<file path="config.mk">
export PLATFORM = sky130hd
export DESIGN_NAME = positional_list_insert_remove_flat
export DESIGN_NICKNAME = d
export VERILOG_FILES = /design/src/rtl/plm_pkg.sv /design/src/rtl/plm_req_if.sv /design/src/rtl/plm_rsp_if.sv /design/src/rtl/plm_cell.sv /design/src/rtl/positional_list_insert_remove.sv /design/src/flat_wrapper.sv
export SDC_FILE = /design/constraint.sdc
export NUM_CORES = 1
export LEC_CHECK = 0
export ABC_AREA = 0
export ABC_CLOCK_PERIOD_IN_PS = 9900
export CAP_MARGIN = 30
export CORE_UTILIZATION = 45
export CTS_BUF_LIST = sky130_fd_sc_hd__clkbuf_4
export DETAILED_ROUTE_END_ITERATION = 10
export DONT_BUFFER_PORTS = 1
export PLACE_DENSITY_LB_ADDON = 0.2
export SLEW_MARGIN = 25
export SYNTH_ARGS = -nofsm -noshare
export SYNTH_HDL_FRONTEND = slang
export SYNTH_HIERARCHICAL = 1
export SYNTH_SLANG_ARGS = --single-unit
</file>
<file path="constraint.sdc">
create_clock -name i_clk -period 9.9 [get_ports i_clk]
set_input_delay 0.495 -clock i_clk [delete_from_list [all_inputs] [get_ports i_clk]]
set_output_delay 0.495 -clock i_clk [all_outputs]
set_load 0.05 [all_outputs]
</file>
<file path="src/rtl/plm_pkg.sv">
// Package with the shared types and codes of the positional list.
`default_nettype none

package plm_pkg;

    // Width of one stored entry and of the fixed port fields.
    localparam int unsigned DATA_W  = 32;
    localparam int unsigned POS_W   = 5;
    localparam int unsigned COUNT_W = 5;

    // Request actions.
    typedef enum logic {
        ACT_INSERT = 1'b0,
        ACT_REMOVE = 1'b1
    } t_action;

    // Result status codes.
    typedef enum logic [1:0] {
        ST_INSERTED = 2'd0,
        ST_REMOVED  = 2'd1,
        ST_BAD_POS  = 2'd2,
        ST_FULL     = 2'd3
    } t_status;

    // Removed value reported for an invalid removal.
    localparam logic signed [DATA_W-1:0] BAD_REMOVE_VALUE = '1;

    // Operation broadcast to every cell of the chain.
    typedef struct packed {
        logic                     ins;
        logic                     rem;
        logic [POS_W-1:0]         pos;
        logic signed [DATA_W-1:0] value;
    } t_cell_op;

endpackage

`default_nettype wire

</file>
<file path="src/rtl/plm_req_if.sv">
// Request channel interface: action, position and value with valid/ready.
`default_nettype none

interface plm_req_if;
    import plm_pkg::*;

    logic                     valid;
    logic                     ready;
    logic                     action;
    logic [POS_W-1:0]         position;
    logic signed [DATA_W-1:0] value;

    modport source (output valid, output action, output position, output value, input ready);
    modport sink   (input valid, input action, input position, input value, output ready);
endinterface

`default_nettype wire

</file>
<file path="src/rtl/plm_rsp_if.sv">
// Response channel interface: status, removed value and count with valid/ready.
`default_nettype none

interface plm_rsp_if;
    import plm_pkg::*;

    logic                     valid;
    logic                     ready;
    logic [1:0]               status;
    logic signed [DATA_W-1:0] removed_value;
    logic [COUNT_W-1:0]       count_after;

    modport source (output valid, output status, output removed_value, output count_after,
                    input ready);
    modport sink   (input valid, input status, input removed_value, input count_after,
                    output ready);
endinterface

`default_nettype wire

</file>
<file path="src/rtl/plm_cell.sv">
// One list cell: holds a single entry and shifts, loads or holds each cycle.
`default_nettype none

module plm_cell #(
    parameter int INDEX = 0
) (
    input  wire                                   i_clk,
    input  wire plm_pkg::t_cell_op                i_op,
    input  wire logic signed [plm_pkg::DATA_W-1:0] i_left,
    input  wire logic signed [plm_pkg::DATA_W-1:0] i_right,
    output logic signed [plm_pkg::DATA_W-1:0]      o_data
);
    import plm_pkg::*;

    logic signed [DATA_W-1:0] r_data;
    logic signed [DATA_W-1:0] n_data;
    logic                     at_pos;
    logic                     beyond;

    // Locate this cell relative to the operation's position.
    assign at_pos = (32'(INDEX) == 32'(i_op.pos));
    assign beyond = (32'(INDEX) >  32'(i_op.pos));

    // An insert opens a gap at the position; a removal closes it.
    always_comb begin
        n_data = r_data;
        if (i_op.ins) begin
            if (at_pos) begin
                n_data = i_op.value;
            end else if (beyond) begin
                n_data = i_left;
            end
        end else if (i_op.rem) begin
            if (at_pos || beyond) begin
                n_data = i_right;
            end
        end
    end

    // The entry itself needs no reset.
    always_ff @(posedge i_clk) begin
        r_data <= n_data;
    end

    assign o_data = r_data;

endmodule

`default_nettype wire

</file>
<file path="src/rtl/positional_list_insert_remove.sv">
// Top level of the positional list: a chain of entry cells with count and result logic.
//
// Usage: requests arrive on i_req (action, position, value) and every request
// gives exactly one response on o_rsp (status, removed_value, count_after).
// An insert puts the value at the position (0 up to the count) and moves all
// later entries one place back; a removal takes out the entry at the position,
// moves later entries forward and returns the value taken out.
// Each entry lives in its own cell, and all cells shift or hold in the same
// cycle, so the response is valid in the cycle after the request transaction
// and one request is taken every cycle unless a waiting response stalls it.
// The response sits in an output register; a new request is taken while that
// register is empty or its response is taken in the same cycle, so a stalled
// receiver stalls the request channel only while a response waits.
// Reset clears the count and the response valid; the cells need no clearing,
// since only entries below the count are ever read.
// LIST_CAPACITY sets the number of cells; count_after reports the low five
// bits of the count.
`default_nettype none

module positional_list_insert_remove #(
    parameter int LIST_CAPACITY = 16
) (
    input  wire    i_clk,
    input  wire    i_rst_n,
    plm_req_if.sink   i_req,
    plm_rsp_if.source o_rsp
);
    import plm_pkg::*;

    localparam int CW = $clog2(LIST_CAPACITY + 1);
    localparam int IW = $clog2(LIST_CAPACITY);
    localparam int W  = (CW > POS_W) ? CW : POS_W;

    logic signed [DATA_W-1:0] cell_data [LIST_CAPACITY];
    t_cell_op                 op;

    logic [CW-1:0]            r_count;
    logic [CW-1:0]            n_count;
    logic                     r_valid;
    t_status                  r_status;
    t_status                  n_status;
    logic signed [DATA_W-1:0] r_removed;
    logic signed [DATA_W-1:0] n_removed;
    logic [COUNT_W-1:0]       r_count_after;

    logic                     accept;
    logic [W-1:0]             pos_w;
    logic [W-1:0]             cnt_w;
    logic                     full;
    logic [IW-1:0]            rd_idx;

    // Request transaction handshake.
    assign i_req.ready = !r_valid || o_rsp.ready;
    assign accept      = i_req.valid && i_req.ready;

    assign pos_w  = W'(i_req.position);
    assign cnt_w  = W'(r_count);
    assign full   = (r_count == CW'(LIST_CAPACITY));
    assign rd_idx = IW'(i_req.position);

    // Decide the outcome and the new count of the request.
    always_comb begin
        op.ins    = 1'b0;
        op.rem    = 1'b0;
        op.pos    = i_req.position;
        op.value  = i_req.value;
        n_count   = r_count;
        n_status  = ST_BAD_POS;
        n_removed = '0;
        if (accept) begin
            if (t_action'(i_req.action) == ACT_INSERT) begin
                if (pos_w > cnt_w) begin
                    n_status = ST_BAD_POS;
                end else if (full) begin
                    n_status = ST_FULL;
                end else begin
                    n_status = ST_INSERTED;
                    op.ins   = 1'b1;
                    n_count  = r_count + CW'(1);
                end
            end else begin
                if (pos_w >= cnt_w) begin
                    n_status  = ST_BAD_POS;
                    n_removed = BAD_REMOVE_VALUE;
                end else begin
                    n_status  = ST_REMOVED;
                    n_removed = cell_data[rd_idx];
                    op.rem    = 1'b1;
                    n_count   = r_count - CW'(1);
                end
            end
        end
    end

    // Chain of cells, each linked to its neighbors.
    for (genvar g = 0; g < LIST_CAPACITY; g++) begin : g_cell
        logic signed [DATA_W-1:0] left;
        logic signed [DATA_W-1:0] right;

        if (g == 0) begin : g_first
            assign left = '0;
        end else begin : g_mid_l
            assign left = cell_data[g-1];
        end

        if (g == LIST_CAPACITY - 1) begin : g_last
            assign right = '0;
        end else begin : g_mid_r
            assign right = cell_data[g+1];
        end

        plm_cell #(
            .INDEX (g)
        ) u_cell (
            .i_clk   (i_clk),
            .i_op    (op),
            .i_left  (left),
            .i_right (right),
            .o_data  (cell_data[g])
        );
    end

    // Control state: count and response valid.
    always_ff @(posedge i_clk) begin
        if (!i_rst_n) begin
            r_count <= '0;
            r_valid <= 1'b0;
        end else begin
            r_count <= n_count;
            if (accept) begin
                r_valid <= 1'b1;
            end else if (o_rsp.ready) begin
                r_valid <= 1'b0;
            end
        end
    end

    // Response payload register.
    always_ff @(posedge i_clk) begin
        if (accept) begin
            r_status      <= n_status;
            r_removed     <= n_removed;
            r_count_after <= COUNT_W'(n_count);
        end
    end

    assign o_rsp.valid         = r_valid;
    assign o_rsp.status        = r_status;
    assign o_rsp.removed_value = r_removed;
    assign o_rsp.count_after   = r_count_after;

endmodule

`default_nettype wire
</file>
<file path="src/flat_wrapper.sv">
// flat-port wrapper written by rule: the top's interface ports become plain ports
module positional_list_insert_remove_flat import plm_pkg::*;
#(
    parameter int LIST_CAPACITY = 16
)
  (i_clk, i_rst_n, i_req_valid, i_req_action, i_req_position, i_req_value, i_req_ready, o_rsp_valid, o_rsp_status, o_rsp_removed_value, o_rsp_count_after, o_rsp_ready);
  plm_req_if i_req_i ();
  plm_rsp_if o_rsp_i ();
  input  wire i_clk;
  input  wire i_rst_n;
  input wire logic [$bits(i_req_i.valid)-1:0] i_req_valid;
  input wire logic [$bits(i_req_i.action)-1:0] i_req_action;
  input wire logic [$bits(i_req_i.position)-1:0] i_req_position;
  input wire logic [$bits(i_req_i.value)-1:0] i_req_value;
  output wire logic [$bits(i_req_i.ready)-1:0] i_req_ready;
  output wire logic [$bits(o_rsp_i.valid)-1:0] o_rsp_valid;
  output wire logic [$bits(o_rsp_i.status)-1:0] o_rsp_status;
  output wire logic [$bits(o_rsp_i.removed_value)-1:0] o_rsp_removed_value;
  output wire logic [$bits(o_rsp_i.count_after)-1:0] o_rsp_count_after;
  input wire logic [$bits(o_rsp_i.ready)-1:0] o_rsp_ready;
  assign i_req_i.valid = i_req_valid;
  assign i_req_i.action = i_req_action;
  assign i_req_i.position = i_req_position;
  assign i_req_i.value = i_req_value;
  assign i_req_ready = i_req_i.ready;
  assign o_rsp_valid = o_rsp_i.valid;
  assign o_rsp_status = o_rsp_i.status;
  assign o_rsp_removed_value = o_rsp_i.removed_value;
  assign o_rsp_count_after = o_rsp_i.count_after;
  assign o_rsp_i.ready = o_rsp_ready;
  positional_list_insert_remove #(.LIST_CAPACITY(LIST_CAPACITY)) u_core (.i_clk(i_clk), .i_rst_n(i_rst_n), .i_req(i_req_i), .o_rsp(o_rsp_i));
endmodule
</file>
# Yosys cells after proc, flatten, opt, wreduce, memory -nomap -nowiden
# Cells that the tools add are included.
# classes
add_sub_neg,2
magnitude_cmp,18
n_eq_ne,31
mux,100
bitwise,1
reduce_logical,52
# ops
cell,count
32-bit two-way mux,82
32-bit binary-select mux with 4-bit select,1
3-bit != test (second input constant),15
3-bit AND reduction,15
4-bit by 5-bit equality test with 1-bit output (first input constant),8
4-bit by 5-bit > comparator with 1-bit output (first input constant),8
2-bit nonzero test,17
5-bit two-way mux,5
3-bit by 5-bit equality test with 1-bit output (first input constant),4
3-bit by 5-bit > comparator with 1-bit output (first input constant),4
1-bit logical OR,16
2-bit by 5-bit equality test with 1-bit output (first input constant),2
2-bit by 5-bit > comparator with 1-bit output (first input constant),2
2-bit two-way mux,5
1-bit two-way mux,7
5-bit by 1-bit adder with 5-bit output (second input constant),1
1-bit by 5-bit equality test with 1-bit output (first input constant),1
5-bit equality test (second input constant),1
5-bit >= comparator,1
5-bit >= comparator (second input constant),1
1-bit by 5-bit > comparator with 1-bit output (first input constant),1
5-bit > comparator,1
5-bit zero test,1
4-bit NOT with 5-bit output,1
4 further kinds,4
# word_totals
register_bits,557
inputBits,42
out_inout_bits,41
wordCells,225

# Depth between registers and ports, before layout
# depth
ltp_word,7
mapped_depth,12
ltp_nobuf,8

# Cells and area by module
# The synthesis kept the hierarchy.
# modules_own_cells
module,n_inst,cells_each,area_per_inst_um2,seq_area_each_um2
positional_list_insert_remove,1,447,5989.5,1291.2
plm_cell (u_core.g_cell[1].u_cell ...),2,185,1761.7,960.9
plm_cell (u_core.g_cell[13].u_cell ...),2,186,1760.4,960.9
plm_cell (u_core.g_cell[11].u_cell),1,215,1944.4,960.9
plm_cell (u_core.g_cell[15].u_cell),1,215,1878.1,960.9
plm_cell (u_core.g_cell[12].u_cell),1,186,1851.8,960.9
plm_cell (u_core.g_cell[6].u_cell),1,186,1814.2,960.9
plm_cell (u_core.g_cell[2].u_cell),1,186,1800.5,960.9
plm_cell (u_core.g_cell[10].u_cell),1,187,1783.0,960.9
plm_cell (u_core.g_cell[14].u_cell),1,186,1778.0,960.9
plm_cell (u_core.g_cell[7].u_cell),1,186,1766.7,960.9
plm_cell (u_core.g_cell[8].u_cell),1,186,1762.9,960.9
plm_cell (u_core.g_cell[4].u_cell),1,187,1761.7,960.9
plm_cell (u_core.g_cell[3].u_cell),1,186,1754.2,960.9
plm_cell (u_core.g_cell[0].u_cell),1,71,1385.1,960.9

# Worst setup path before layout
# No wires, ideal clock.
# synth_path
path_type,input port to flip-flop
start,in i_req_position[0]
end,"reg u_core.g_cell[5].u_cell.r_data[0], enable pin"
setup_time_ps,595
arrival_time_ps,7774
required_ps,9305
path_slack_ps,1531
path_stages,10
path_buffers,2
path_cell_list,buf_4 > buf_4 > inv_1 > ha_1 > and3_1 > nand3_1 > o21a_1 > nor2_1 > nor2_1 > a2111oi_0
# synth_lines
item,line,text
start: declaration,flat_wrapper.sv:13,input wire logic [$bits(i_req_i.position)-1:0] i_req_position;
end signal: assignment,plm_cell.sv:42,r_data <= n_data;
end: declaration,plm_cell.sv:15,logic signed [DATA_W-1:0] r_data;

==> results.yml <==
worst_setup_path:
  arrival_ns: 5.26
  path_delay_family: "simple AND/OR/NAND/NOR gates"
  end_kind: "register"
  ff2ff_path_depth: 9
  cp_cell_sequence: "nand2b_1 > nand2_1 > or3_1 > nor2_4 > buf_4 > buf_12 > nor2_1 > a211oi_4 > buf_4"
  worstPathMaxFanout: 221
  rr_startpoint: "u_core/o_rsp.valid"
  r2r_end: "u_core/g_cell[11].u_cell/o_data[28]"
  cp_slowest_cell: "a211oi_4"
  cp_num_buf_inv: 3
  cpPeakStageDelay_ns: 0.62
  crit_top_cell: "buf_4"
  cp-start-kind: "register"
  worstPathRequired_ns: 10.55
  critical_path_class: "reg -> reg"
  ff2ff_setup_slack_ns: 5.29
synthesis:
  netlist_area_mm2: 0.0343
  synth_edf_count: 551
  syn_inst: 3366
  ys_types: 70
  synth_seq_area_share: 0.486
  synthArstFlopShare: 0
  yosys_warnings: 6
  ys_seq_elements: 557
  synth_flop_cell: "edfxtp_1"
  post_synth.cell_area_avg_um2: 10.2
clocking:
  cts-buffers-inserted: 156
  cts_resized: 0
  ctsLongestPathBuffers: 3
  clkLatencyLatePin_ns: 1.01
  cts-root-buf: "clkbuf_4"
  post_cts_buffers: 0
  cts_htree_levels: 4
  cts_tree: "built"
  cts_sinks: 557
  clk_pin_slew_worst_paths_ns: 0.06
routing:
  first_iter_violations: 5017
  via_per_inst: 6.85
  antenna_left: 0
  avgRoutedWirePerCell_um: 28.2
  first_pass_iters: 6
  routed-via-count: 30000
  drc: 0
  routed_wirelength_um: 123000
timing:
  fmax_mhz: 217
  skew_ns: 0.0464
  finalCritPeriodShare: 0.465
  hold_viol: 0
  fin_setup_tns_ns: 0
  max_slew_margin: 0.255
  rsz0062_at_grt: "false"
  tightest_slew_ns: 1.12
  final-setup-viol-count: 0
  fin_ws_ns: 5.29
  fin_crit_ns: 4.61
  slew_viol_final: 0
die:
  fp.dieW_um: 278
  rows: 100
  start_util: 0.458
  io-pin-count: 83
  core_mm2: 0.0749
  die_y_um: 278
  die-area_mm2: 0.0774
worst_hold_path:
  hold_path_depth: 3
  min_to: "u_core/o_rsp.removed_value[14]"
  hp-start: "i_req_position[3]"
  hp-class: "in -> reg"
power_and_ir_drop:
  cellPowerDensity_mw_per_mm2: 156
  power.internal_w: 0.00409
  p_leak_nw: 11.6
  clkPwrFrac: 0.375
  p_sw_w: 0.00172
  switching_share: 0.295
  power_frac_comb: 0.142
  vdd_drop_max_mv: 0.111
  pwr-share-seq: 0.483
grt:
  antenna_found_initial: 4
  grt_pass1_vias: 28100
  grt_util_all_layers: 0.313
  grt-ovfl-total: 0
  grt_max_degree: 222
  grt_pass1_wl_um: 184000
place:
  place_hpwl_um: 72500
  dp.cells: 4056
  port_buffers: 0
  place.gp.congestion: 0.870
  dp_slack_ns: 5.22
final_layout:
  nets: 3349
  drive_above_1_share: 0.157
  fin_cells: 4380
  syn_to_final_growth_pct: 8.23
outcome:
  status: "finished clean"
flow_run:
  cap_violations: 0
==> routing by layer <==
metal,global-route usage,share of wire,up-vias
met3,0.0889,0.14,247
met5,0,0.00029,-
li1,-,-,12900
met1,0.453,0.41,14600
met2,0.449,0.43,2280
met4,0.101,0.023,6
==> cell families after synthesis <==
logic type / synth area share
xor+xnor: 0.000255
flops: 0.486
other cells: 0.000109
mux: 0.104
simple gates: 0.147
compound gates: 0.194
buf+inv: 0.0664
fa+ha+maj: 0.00255
==> cell type report <==
class,count,area [um2]
antenna,1,2.50
timing repair buffer,101,1260
inverter,79,298
clock buffer,233,1750
tap,969,1210
multi-input combinational,2405,15800
clock inverter,35,203
sequential,557,16700
fill,6763,37800
==> cell usage after synthesis (all sizes together) (33+ instances only) <==
library cell / number / area, um2
a21oi: 39 / 195
a31oi: 449 / 2810
buf: 176 / 1290
clkbuf: 180 / 694
edfxtp: 551 / 16500
inv: 79 / 297
mux2: 33 / 372
mux2i: 33 / 330
mux4: 128 / 2880
nand3: 359 / 1800
nand3b: 67 / 503
nor2: 514 / 1930
o21a: 34 / 255
o21ai: 518 / 2610
or3: 36 / 245
==> power groups by stage <==
| stage | clock, W | sequential [W] | combinational (W) |
|---|---|---|---|
| global placement | 0 | 0.00285 | 0.000664 |
| global route | 0.00232 | 0.00281 | 0.000874 |
| finish | 0.00218 | 0.00280 | 0.000826 |
| detailed placement | 0 | 0.00285 | 0.000688 |
| CTS | 0.00221 | 0.00280 | 0.000789 |
| floorplan | 0 | 0.00283 | 0.000557 |
==> through the flow <==
step,total power [W],util,hold slack [ns],instance area [um2]
6_report,0.00581,0.496,0.0472,37100
5_1_grt,0.00601,0.496,0.0284,37100
4_1_cts,0.00581,0.494,0.00357,37000
3_5_place_dp,0.00354,0.460,0.554,34500
3_3_place_gp,0.00351,0.456,0.540,34200
2_1_floorplan,0.00339,-,0.495,34400
==> registers in the layout, indices dropped and copies added, names as in the netlist <==
register,count
u_core/g_cell.u_cell/o_data,512
u_core/o_rsp.count_after,5
u_core/cnt_w,5
u_core/o_rsp.valid,1
u_core/o_rsp.status,2
u_core/o_rsp.removed_value,32
==> cells in the final DEF, fill, tap and decap left out, types with 44 or more instances in the layout <==
cell type	n
edfxtp_1	551
o21ai_0	154
mux4_2	128
nor2_1	506
inv_1	76
o21ai_1	358
nand3b_1	67
nand3_1	357
clkbuf_4	233
a31oi_1	448
dlygate4sd3_1	44
==> worst register-to-register path, delay by kind of cell, from the launching register on <==
kind / cells / cell delay [ns]
and+or+nand+nor: 5 / 1.76
buffers and inverters: 3 / 1.42
DFF: 1 / 0.47
AOI/OAI and AO/OA: 1 / 0.62
==> timing repair <==
item                                    in CTS  in global routing
endpoints found under the setup margin       0                  0
endpoints found under the hold margin      630                  0
hold buffers                                50                  0
==> worst max path at each step <==
stage | depth (start not counted) | to | slack [ns] | from
after floorplan | 10 | u_core/g_cell[5].u_cell/o_data[0] | 1.53 | i_req_position[0]
after global placement | 9 | u_core/g_cell[11].u_cell/o_data[3] | 5.28 | u_core/o_rsp.valid
after detailed placement | 8 | u_core/g_cell[0].u_cell/o_data[4] | 5.22 | u_core/o_rsp.valid
after CTS | 9 | u_core/g_cell[11].u_cell/o_data[28] | 5.18 | u_core/o_rsp.valid
after global routing | 9 | u_core/g_cell[11].u_cell/o_data[28] | 4.86 | u_core/o_rsp.valid
final | 9 | u_core/g_cell[11].u_cell/o_data[28] | 5.29 | u_core/o_rsp.valid
Power figures use the tool's default switching activity.
